`src/design/stfs_pkg.sv`:
```
// Shared constants, types and codes for the container block offset calculator.
package stfs_pkg;

    // Field and datapath widths.
    localparam int IDX_W       = 24;
    localparam int CMD_W       = 2;
    localparam int ADDR_W      = 32;
    localparam int OFS_W       = 40;
    localparam int PHYS_W      = 25;
    localparam int CNT_W       = 18;
    localparam int BLOCK_SHIFT = 12;
    localparam int CFG_IDX_W   = 4;

    // Hash table geometry: each level covers 170 units of the level below.
    localparam int FANOUT  = 170;
    localparam int L1_SPAN = FANOUT * FANOUT;
    localparam int L2_SPAN = L1_SPAN * FANOUT;

    // Reciprocal multipliers for exact division of a 24-bit index.
    localparam int M_W      = 25;
    localparam int PROD_W   = IDX_W + M_W;
    localparam int Q0_SHIFT = 32;
    localparam int Q1_SHIFT = 39;
    localparam int Q0_W     = PROD_W - Q0_SHIFT;
    localparam int Q1_W     = PROD_W - Q1_SHIFT;
    localparam int Q2_W     = 2;
    localparam longint unsigned Q0_MULT_L =
        ((64'd1 << Q0_SHIFT) + 64'(FANOUT) - 64'd1) / 64'(FANOUT);
    localparam longint unsigned Q1_MULT_L =
        ((64'd1 << Q1_SHIFT) + 64'(L1_SPAN) - 64'd1) / 64'(L1_SPAN);
    localparam logic [M_W-1:0] Q0_MULT = M_W'(Q0_MULT_L);
    localparam logic [M_W-1:0] Q1_MULT = M_W'(Q1_MULT_L);

    // Configuration register indexes.
    localparam logic [CFG_IDX_W-1:0] CFG_DATA_START = CFG_IDX_W'(0);
    localparam logic [CFG_IDX_W-1:0] CFG_READ_ONLY  = CFG_IDX_W'(1);

    // Request kinds.
    typedef enum logic [CMD_W-1:0] {
        CMD_DATA  = 2'd0,
        CMD_HASH0 = 2'd1,
        CMD_HASH1 = 2'd2,
        CMD_HASH2 = 2'd3
    } cmd_t;

    // Request after the quotient stages.
    typedef struct packed {
        cmd_t              cmd;
        logic [IDX_W-1:0]  idx;
        logic              per2;
        logic [Q0_W-1:0]   q0;
        logic [Q1_W-1:0]   q1;
        logic [Q2_W-1:0]   q2;
        logic              ge0;
        logic              ge1;
    } quot_t;

endpackage

```
`src/design/stfs_quot.sv`:
```
// Two pipeline stages that divide the block index by the level spans.
module stfs_quot (
    input  logic                      clk,
    input  logic                      rst_n,
    input  logic                      in_valid,
    output logic                      in_ready,
    input  stfs_pkg::cmd_t            in_cmd,
    input  logic [stfs_pkg::IDX_W-1:0] in_idx,
    input  logic                      in_per2,
    output logic                      out_valid,
    input  logic                      out_ready,
    output stfs_pkg::quot_t           out_item
);
    import stfs_pkg::*;

    logic              a_valid_reg;
    cmd_t              a_cmd_reg;
    logic [IDX_W-1:0]  a_idx_reg;
    logic              a_per2_reg;
    logic [PROD_W-1:0] a_p0_reg;
    logic [PROD_W-1:0] a_p1_reg;
    logic [PROD_W-1:0] a_p0_next;
    logic [PROD_W-1:0] a_p1_next;
    logic              a_ready;

    logic              b_valid_reg;
    quot_t             b_item_reg;
    quot_t             b_item_next;
    logic              b_ready;

    // Each stage may load when it is empty or its contents move on.
    assign a_ready  = !a_valid_reg || b_ready;
    assign b_ready  = !b_valid_reg || out_ready;
    assign in_ready = a_ready;

    // Stage A: reciprocal products.
    assign a_p0_next = PROD_W'(in_idx) * PROD_W'(Q0_MULT);
    assign a_p1_next = PROD_W'(in_idx) * PROD_W'(Q1_MULT);

    always_ff @(posedge clk or negedge rst_n)
    begin
        if (!rst_n)
        begin
            a_valid_reg <= 1'b0;
        end
        else if (a_ready)
        begin
            a_valid_reg <= in_valid;
        end
    end

    always_ff @(posedge clk)
    begin
        if (a_ready && in_valid)
        begin
            a_cmd_reg  <= in_cmd;
            a_idx_reg  <= in_idx;
            a_per2_reg <= in_per2;
            a_p0_reg   <= a_p0_next;
            a_p1_reg   <= a_p1_next;
        end
    end

    // Stage B: quotients from the high product bits, level-2 count by compare.
    always_comb
    begin
        b_item_next.cmd  = a_cmd_reg;
        b_item_next.idx  = a_idx_reg;
        b_item_next.per2 = a_per2_reg;
        b_item_next.q0   = a_p0_reg[Q0_SHIFT +: Q0_W];
        b_item_next.q1   = a_p1_reg[Q1_SHIFT +: Q1_W];
        b_item_next.ge0  = (a_idx_reg >= IDX_W'(FANOUT));
        b_item_next.ge1  = (a_idx_reg >= IDX_W'(L1_SPAN));
        if (a_idx_reg >= IDX_W'(3 * L2_SPAN))
        begin
            b_item_next.q2 = Q2_W'(3);
        end
        else if (a_idx_reg >= IDX_W'(2 * L2_SPAN))
        begin
            b_item_next.q2 = Q2_W'(2);
        end
        else if (a_idx_reg >= IDX_W'(L2_SPAN))
        begin
            b_item_next.q2 = Q2_W'(1);
        end
        else
        begin
            b_item_next.q2 = Q2_W'(0);
        end
    end

    always_ff @(posedge clk or negedge rst_n)
    begin
        if (!rst_n)
        begin
            b_valid_reg <= 1'b0;
        end
        else if (b_ready)
        begin
            b_valid_reg <= a_valid_reg;
        end
    end

    always_ff @(posedge clk)
    begin
        if (b_ready && a_valid_reg)
        begin
            b_item_reg <= b_item_next;
        end
    end

    assign out_valid = b_valid_reg;
    assign out_item  = b_item_reg;

    // The level-0 quotient is exact: q0 * 170 <= idx < (q0 + 1) * 170.
    a_q0_exact: assert property (@(posedge clk) disable iff (!rst_n)
        b_valid_reg |->
            (34'(b_item_reg.q0) * 34'(FANOUT) <= 34'(b_item_reg.idx)) &&
            (34'(b_item_reg.idx) < (34'(b_item_reg.q0) + 34'd1) * 34'(FANOUT)))
        else $error("level-0 quotient is off");

    // The level-1 quotient is exact as well.
    a_q1_exact: assert property (@(posedge clk) disable iff (!rst_n)
        b_valid_reg |->
            (34'(b_item_reg.q1) * 34'(L1_SPAN) <= 34'(b_item_reg.idx)) &&
            (34'(b_item_reg.idx) < (34'(b_item_reg.q1) + 34'd1) * 34'(L1_SPAN)))
        else $error("level-1 quotient is off");

endmodule

```
`src/design/stfs_phys.sv`:
```
// Pipeline stage that forms the physical block number for each request kind.
module stfs_phys (
    input  logic                        clk,
    input  logic                        rst_n,
    input  logic                        in_valid,
    output logic                        in_ready,
    input  stfs_pkg::quot_t             in_item,
    output logic                        out_valid,
    input  logic                        out_ready,
    output logic [stfs_pkg::PHYS_W-1:0] out_phys
);
    import stfs_pkg::*;

    logic              valid_reg;
    logic [PHYS_W-1:0] phys_reg;
    logic [PHYS_W-1:0] phys_next;
    logic              ready;

    logic [PHYS_W-1:0] per;
    logic [CNT_W-1:0]  cnt;
    logic [PHYS_W-1:0] cnt_blocks;
    logic [PHYS_W-1:0] q0;
    logic [PHYS_W-1:0] q1;
    logic [PHYS_W-1:0] q1_inc;
    logic [PHYS_W-1:0] data_phys;
    logic [PHYS_W-1:0] hash0_phys;
    logic [PHYS_W-1:0] hash1_phys;
    logic [PHYS_W-1:0] hash2_phys;

    assign ready    = !valid_reg || out_ready;
    assign in_ready = ready;

    // Blocks per table, and the quotients at full width.
    assign per    = in_item.per2 ? PHYS_W'(2) : PHYS_W'(1);
    assign q0     = PHYS_W'(in_item.q0);
    assign q1     = PHYS_W'(in_item.q1);
    assign q1_inc = q1 + PHYS_W'(1);

    // Data block: skip every table stored up to this block at each level.
    always_comb
    begin
        cnt = CNT_W'(in_item.q0) + CNT_W'(1);
        if (in_item.ge0)
        begin
            cnt = cnt + CNT_W'(in_item.q1) + CNT_W'(1);
        end
        if (in_item.ge1)
        begin
            cnt = cnt + CNT_W'(in_item.q2) + CNT_W'(1);
        end
    end

    assign cnt_blocks = in_item.per2 ? (PHYS_W'(cnt) << 1) : PHYS_W'(cnt);
    assign data_phys  = PHYS_W'(in_item.idx) + cnt_blocks;

    // Level-0 table: the first block for the first run, otherwise after the
    // earlier data runs and the tables above them.
    always_comb
    begin
        if (!in_item.ge0)
        begin
            hash0_phys = '0;
        end
        else
        begin
            hash0_phys = q0 * PHYS_W'(FANOUT) + (in_item.per2 ? (q0 << 1) : q0)
                       + (in_item.per2 ? (q1_inc << 1) : q1_inc);
            if (in_item.ge1)
            begin
                hash0_phys = hash0_phys + per;
            end
        end
    end

    // Level-1 table: just after the first level-0 run for small blocks.
    always_comb
    begin
        if (!in_item.ge1)
        begin
            hash1_phys = PHYS_W'(FANOUT) + per;
        end
        else
        begin
            hash1_phys = q1 * PHYS_W'(L1_SPAN) + q1 * PHYS_W'(FANOUT + 1) * per + per;
        end
    end

    // Level-2 table: one for the whole container.
    assign hash2_phys = PHYS_W'(L1_SPAN) + PHYS_W'(FANOUT + 1) * per;

    always_comb
    begin
        case (in_item.cmd)
            CMD_DATA:  phys_next = data_phys;
            CMD_HASH0: phys_next = hash0_phys;
            CMD_HASH1: phys_next = hash1_phys;
            CMD_HASH2: phys_next = hash2_phys;
            default:   phys_next = data_phys;
        endcase
    end

    always_ff @(posedge clk or negedge rst_n)
    begin
        if (!rst_n)
        begin
            valid_reg <= 1'b0;
        end
        else if (ready)
        begin
            valid_reg <= in_valid;
        end
    end

    always_ff @(posedge clk)
    begin
        if (ready && in_valid)
        begin
            phys_reg <= phys_next;
        end
    end

    assign out_valid = valid_reg;
    assign out_phys  = phys_reg;

endmodule

```
`src/design/stfs_add.sv`:
```
// Output stage that scales the block number and adds the data start.
module stfs_add (
    input  logic                        clk,
    input  logic                        rst_n,
    input  logic                        in_valid,
    output logic                        in_ready,
    input  logic [stfs_pkg::PHYS_W-1:0] in_phys,
    input  logic [stfs_pkg::ADDR_W-1:0] data_start,
    output logic                        out_valid,
    input  logic                        out_ready,
    output logic [stfs_pkg::OFS_W-1:0]  out_offset
);
    import stfs_pkg::*;

    logic             valid_reg;
    logic [OFS_W-1:0] offset_reg;
    logic [OFS_W-1:0] offset_next;
    logic             ready;

    assign ready    = !valid_reg || out_ready;
    assign in_ready = ready;

    // Byte offset wraps at 40 bits.
    assign offset_next = OFS_W'(data_start) + (OFS_W'(in_phys) << BLOCK_SHIFT);

    always_ff @(posedge clk or negedge rst_n)
    begin
        if (!rst_n)
        begin
            valid_reg <= 1'b0;
        end
        else if (ready)
        begin
            valid_reg <= in_valid;
        end
    end

    always_ff @(posedge clk)
    begin
        if (ready && in_valid)
        begin
            offset_reg <= offset_next;
        end
    end

    assign out_valid  = valid_reg;
    assign out_offset = offset_reg;

endmodule

```
`src/design/stfs_block_offset_calc.sv`:
```
// Top level of the container block offset calculator.
//
// Usage: each transaction on the s_ group carries a request kind in s_tuser
// (data block, or the level-0, level-1 or level-2 hash table) and a 24-bit
// logical block number in s_tdata. One transaction on the m_ group returns the
// 40-bit byte offset of that block in the container file, in request order.
// The cfg_ channel writes data_start (index 0) and read_only (index 1); it is
// always ready, and other indexes are ignored. Write it only while no request
// is in flight.
// There are four register stages: two for the reciprocal multiplies and
// quotients, one for the block number and one for the final 40-bit add; the
// first is loaded at the accepting edge. One request is accepted every cycle
// while the output drains, set by the four-stage pipeline with one register
// per stage. When m_tready is low, stages fill up behind the output register
// and s_tready drops once the pipeline is full; nothing is lost or repeated.
// Reset clears all stage valid bits and sets data_start to 0, read_only to 1.
module stfs_block_offset_calc (
    input  logic                           clk,
    input  logic                           rst_n,
    // Request channel.
    input  logic                           s_tvalid,
    output logic                           s_tready,
    input  logic [23:0]                    s_tdata,   // [23:0] block number
    input  logic [1:0]                     s_tuser,   // [1:0] cmd
    // Result channel.
    output logic                           m_tvalid,
    input  logic                           m_tready,
    output logic [39:0]                    m_tdata,   // [39:0] byte_offset
    // Configuration write channel.
    input  logic                           cfg_valid,
    output logic                           cfg_ready,
    input  logic [stfs_pkg::CFG_IDX_W-1:0] cfg_index,
    input  logic [stfs_pkg::ADDR_W-1:0]    cfg_data
);
    import stfs_pkg::*;

    logic [ADDR_W-1:0] data_start_reg;
    logic              read_only_reg;

    logic              quot_valid;
    logic              quot_ready;
    quot_t             quot_item;
    logic              phys_valid;
    logic              phys_ready;
    logic [PHYS_W-1:0] phys;

    // Configuration registers.
    assign cfg_ready = 1'b1;

    always_ff @(posedge clk or negedge rst_n)
    begin
        if (!rst_n)
        begin
            data_start_reg <= '0;
            read_only_reg  <= 1'b1;
        end
        else if (cfg_valid && cfg_ready)
        begin
            if (cfg_index == CFG_DATA_START)
            begin
                data_start_reg <= cfg_data;
            end
            else if (cfg_index == CFG_READ_ONLY)
            begin
                read_only_reg <= cfg_data[0];
            end
        end
    end

    // Quotient stages.
    stfs_quot u_quot (
        .clk       (clk),
        .rst_n     (rst_n),
        .in_valid  (s_tvalid),
        .in_ready  (s_tready),
        .in_cmd    (cmd_t'(s_tuser)),
        .in_idx    (s_tdata),
        .in_per2   (!read_only_reg),
        .out_valid (quot_valid),
        .out_ready (quot_ready),
        .out_item  (quot_item)
    );

    // Block number stage.
    stfs_phys u_phys (
        .clk       (clk),
        .rst_n     (rst_n),
        .in_valid  (quot_valid),
        .in_ready  (quot_ready),
        .in_item   (quot_item),
        .out_valid (phys_valid),
        .out_ready (phys_ready),
        .out_phys  (phys)
    );

    // Output stage.
    stfs_add u_add (
        .clk        (clk),
        .rst_n      (rst_n),
        .in_valid   (phys_valid),
        .in_ready   (phys_ready),
        .in_phys    (phys),
        .data_start (data_start_reg),
        .out_valid  (m_tvalid),
        .out_ready  (m_tready),
        .out_offset (m_tdata)
    );

    // A ready receiver lets every stage move, so requests are never held off.
    a_no_backpressure: assert property (@(posedge clk) disable iff (!rst_n)
        m_tready |-> s_tready)
        else $error("request stalled while the receiver is ready");

endmodule

```
`config.mk`:
```
export PLATFORM = sky130hd
export DESIGN_NAME = stfs_block_offset_calc
export DESIGN_NICKNAME = d
export VERILOG_FILES = /design/src/design/stfs_pkg.sv /design/src/design/stfs_quot.sv /design/src/design/stfs_phys.sv /design/src/design/stfs_add.sv /design/src/design/stfs_block_offset_calc.sv
export SDC_FILE = /design/constraint.sdc
export NUM_CORES = 2
export LEC_CHECK = 0
export ABC_AREA = 1
export BUFFER_PORTS_ARGS = -buffer_cell sky130_fd_sc_hd__buf_2
export CORE_ASPECT_RATIO = 1.25
export CORE_UTILIZATION = 25
export CTS_CLUSTER_SIZE = 16
export DETAILED_ROUTE_END_ITERATION = 8
export SYNTH_ARGS = -nofsm -noshare
export SYNTH_HDL_FRONTEND = slang
export SYNTH_SLANG_ARGS = --single-unit
```
`constraint.sdc`:
```
create_clock -name clk -period 7.2 [get_ports clk]
set_input_delay 0.36 -clock clk [delete_from_list [all_inputs] [get_ports clk]]
set_output_delay 0.36 -clock clk [all_outputs]
set_load 0.005 [all_outputs]
```
==> metrics.txt <==
Worst-path clk slew=0.07 ns; Final Hold Viols=0; number of remaining DRC errors=0; sequential fraction of the synthesis area=17.50%; router iterations before antenna repair=5; Core Footprint=0.1397 mm2; final wirelength=96120 um; unique cell type count in the Yosys netlist=69; ratio of routed vias to standard cells=4.571; sum of overflow across all layers after global routing=0; initial standard-cell utilization of the core=25.27%; leading post-synthesis cells by cell area=sky130_fd_sc_hd__ha_1 26%, sky130_fd_sc_hd__fa_1 18%, sky130_fd_sc_hd__edfxtp_1 15%; setup repair after global routing missed its margin=false; area of combinational cells with multiple inputs=0.02598 mm2; register area=0.006182 mm2; buffering stage count on the worst path with inverters included=4; destination of the worst register-to-register timing path=u_phys.out_phys[22]; Slowest-stage cell, CP=sky130_fd_sc_hd__edfxtp_1; Layout Nets=5400; max FFs per register=58; biggest area consumer among synthesized cells=sky130_fd_sc_hd__ha_1; fraction of layout instances using a drive strength above 1=5.930%; most common library cells after synthesis=785 x sky130_fd_sc_hd__inv_1, 725 x sky130_fd_sc_hd__ha_1, 689 x sky130_fd_sc_hd__nand2_1, 309 x sky130_fd_sc_hd__fa_1, 268 x sky130_fd_sc_hd__a21oi_1; clock sinks=212; kind of cell adding the most delay to the critical path=adder cells; final setup skew=0.01603 ns; synthesized cell area=0.03532 mm2; area fraction of the dominant cell type after synthesis=25.68%; number of ports placed on the die boundary=110; DIE HEIGHT=422.2 um; total clock buffers created by CTS=24; clk_lat worst skew=0.54 ns; CTS tree=done; total number of placement rows=153; share of synthesized registers carrying an async set or reset=17.45%; number of max-capacitance violations reported=0; Final HPWL DP=83660 um; dominant cell by count in the synthesized netlist=sky130_fd_sc_hd__inv_1; crit-path max cell delay=0.59 ns; Sum Neg Setup Slack=0 ns; critical register-to-register path startpoint=u_quot.out_item[7]; transition at the pin with the smallest max-transition slack=1.068 ns; type of the worst min-delay path=in -> reg; maximum achievable frequency=0.1515 GHz; register bit total from synthesis=212; max-slew violation count=0; # diodes=0; Synth Instances=4181; number of logic stages on the critical path including buffering=32; number of design-rule violations left by the first detailed-router iteration=1475; fraction of the cycle the final worst path needs=91.67%; logic depth of the worst register-to-register path=32; cell depth of the worst hold path=1; post-placement worst setup slack=0.5996 ns; Die Wd=338.2 um; number of enable-type register cells in the synthesized netlist=175; nature of the critical path startpoint=flip-flop; worst hold path startpoint=s_tuser[1]; maximum root-to-sink buffer count=3; antenna violations before repair=2; Hold Crit Endpoint=u_quot.a_cmd_reg[1]; number of vias after detailed routing=28236; category of the worst setup path capture point=flip-flop; critical path arrival=6.85 ns; first-pass GRT wire length=152700 um; H-tree levels=1; final count of negative-setup-slack endpoints=0; r2r setup slk=0.60 ns; Avg Inst Size Synth=8.447 um2; pin count of the biggest net entering global routing=72; global routing usage summed across all routing layers=13.29%; Critical Path Most Common Cell=sky130_fd_sc_hd__nand2_1; Final Hold Slack=0.02453 ns; number of buffer cells added on primary ports=106; average detailed-routed wire length per instance=15.56 um; critical path fanouts, max=10; clock tree root driver cell=sky130_fd_sc_hd__clkbuf_16; number of inserted filler cells in the final layout=15067; setup slack after layout=0.5998 ns; Area Overhead vs Synth=10.54%; data required time at the worst endpoint=7.45 ns; status=completed; ANT nets after route=0; RD Place Congestion=0.9025; critical path class=reg -> reg; Period minus WS final=6.600 ns; Main synth FF type=sky130_fd_sc_hd__edfxtp_1; number of global-route vias before repair=28576; worst-case headroom to the max-slew limit=28.66%; total of warnings raised by yosys=0; die area=0.1428 mm2
stage by stage:
stage | cell area (um2) | util, % | instances
floorplan | 35320 | - | 4182
global placement | 38210 | 27.35 | 6131
detailed placement | 38210 | 27.35 | 6131
CTS | 39040 | 27.94 | 6177
global route | 39040 | 27.94 | 6177
finish | 39040 | 27.94 | 6177
area by class of cell:
cell class	count	area share, %
Inverter	796	7.653
Timing Repair Buffer	135	1.929
Multi-Input combinational cell	3130	66.56
Sequential cell	212	15.84
Clock buffer	26	1.638
Tap cell	1860	5.961
Clock inverter	18	0.4263
worst max-delay path by stage:
stage	slack [ns]	endpoint	startpoint
after floorplan	1.29	u_phys.out_phys[23]	u_quot.out_item[11]
after global placement	0.69	u_phys.out_phys[22]	u_quot.out_item[7]
after detailed placement	0.60	u_phys.out_phys[22]	u_quot.out_item[7]
after CTS	0.56	u_phys.out_phys[22]	u_quot.out_item[7]
after global routing	0.17	u_phys.out_phys[22]	u_quot.out_item[7]
final	0.60	u_phys.out_phys[22]	u_quot.out_item[7]
metal layers:
metal	share of wire [%]	up-vias	track usage [%]
met5	0.029	-	0
met4	2.2	4	2.758
met3	3.5	100	1.008
met2	50	552	24.20
met1	45	13469	17.00
li1	-	14111	-
placed cells by master, fill, tap and decap left out, types with 7 or more instances in the layout:
cell type,n
sky130_fd_sc_hd__nor2_4,7
sky130_fd_sc_hd__o21a_1,17
sky130_fd_sc_hd__nor2_2,8
sky130_fd_sc_hd__ha_1,725
sky130_fd_sc_hd__xnor2_1,43
sky130_fd_sc_hd__nand3b_1,7
sky130_fd_sc_hd__buf_4,27
sky130_fd_sc_hd__buf_2,106
sky130_fd_sc_hd__o211ai_1,15
sky130_fd_sc_hd__a21boi_0,7
sky130_fd_sc_hd__nand3_1,177
sky130_fd_sc_hd__clkbuf_16,25
sky130_fd_sc_hd__inv_2,10
sky130_fd_sc_hd__edfxtp_1,175
sky130_fd_sc_hd__o2111ai_1,9
sky130_fd_sc_hd__inv_1,784
sky130_fd_sc_hd__nor4_1,12
sky130_fd_sc_hd__a31oi_1,22
sky130_fd_sc_hd__dfrtp_1,36
sky130_fd_sc_hd__o21bai_1,11
sky130_fd_sc_hd__xor2_1,104
sky130_fd_sc_hd__o21ai_0,206
sky130_fd_sc_hd__or2_2,10
sky130_fd_sc_hd__fa_1,309
sky130_fd_sc_hd__a21o_1,23
sky130_fd_sc_hd__o31ai_1,7
sky130_fd_sc_hd__nor2_1,264
sky130_fd_sc_hd__clkinv_1,9
sky130_fd_sc_hd__mux2_2,30
sky130_fd_sc_hd__a21oi_1,268
sky130_fd_sc_hd__nor3_1,30
sky130_fd_sc_hd__nand4_1,62
sky130_fd_sc_hd__nand2_1,689
logic make-up (layout without fill, tap and decap cells):
kind of cell	after synthesis	count (layout)	share of synthesized area, %
muxes	36	36	1.127
adders and majority gates	1034	1034	43.20
xor gates and xnor gates	149	149	3.738
other	2	3	0.02126
buffers and inverters	840	975	8.991
AOI/OAI and AO/OA	620	620	9.895
DFF	212	212	17.50
and+or+nand+nor	1288	1288	15.52
timing repair:
item	CTS	global route
resized for setup	0	0
endpoints found under the hold margin	37	0
hold buffers	2	0
setup buffers	0	0
Power is left out: the tool's default activity adds up to more than one toggle a clock period on the data nets, which glitch-free logic cannot reach.
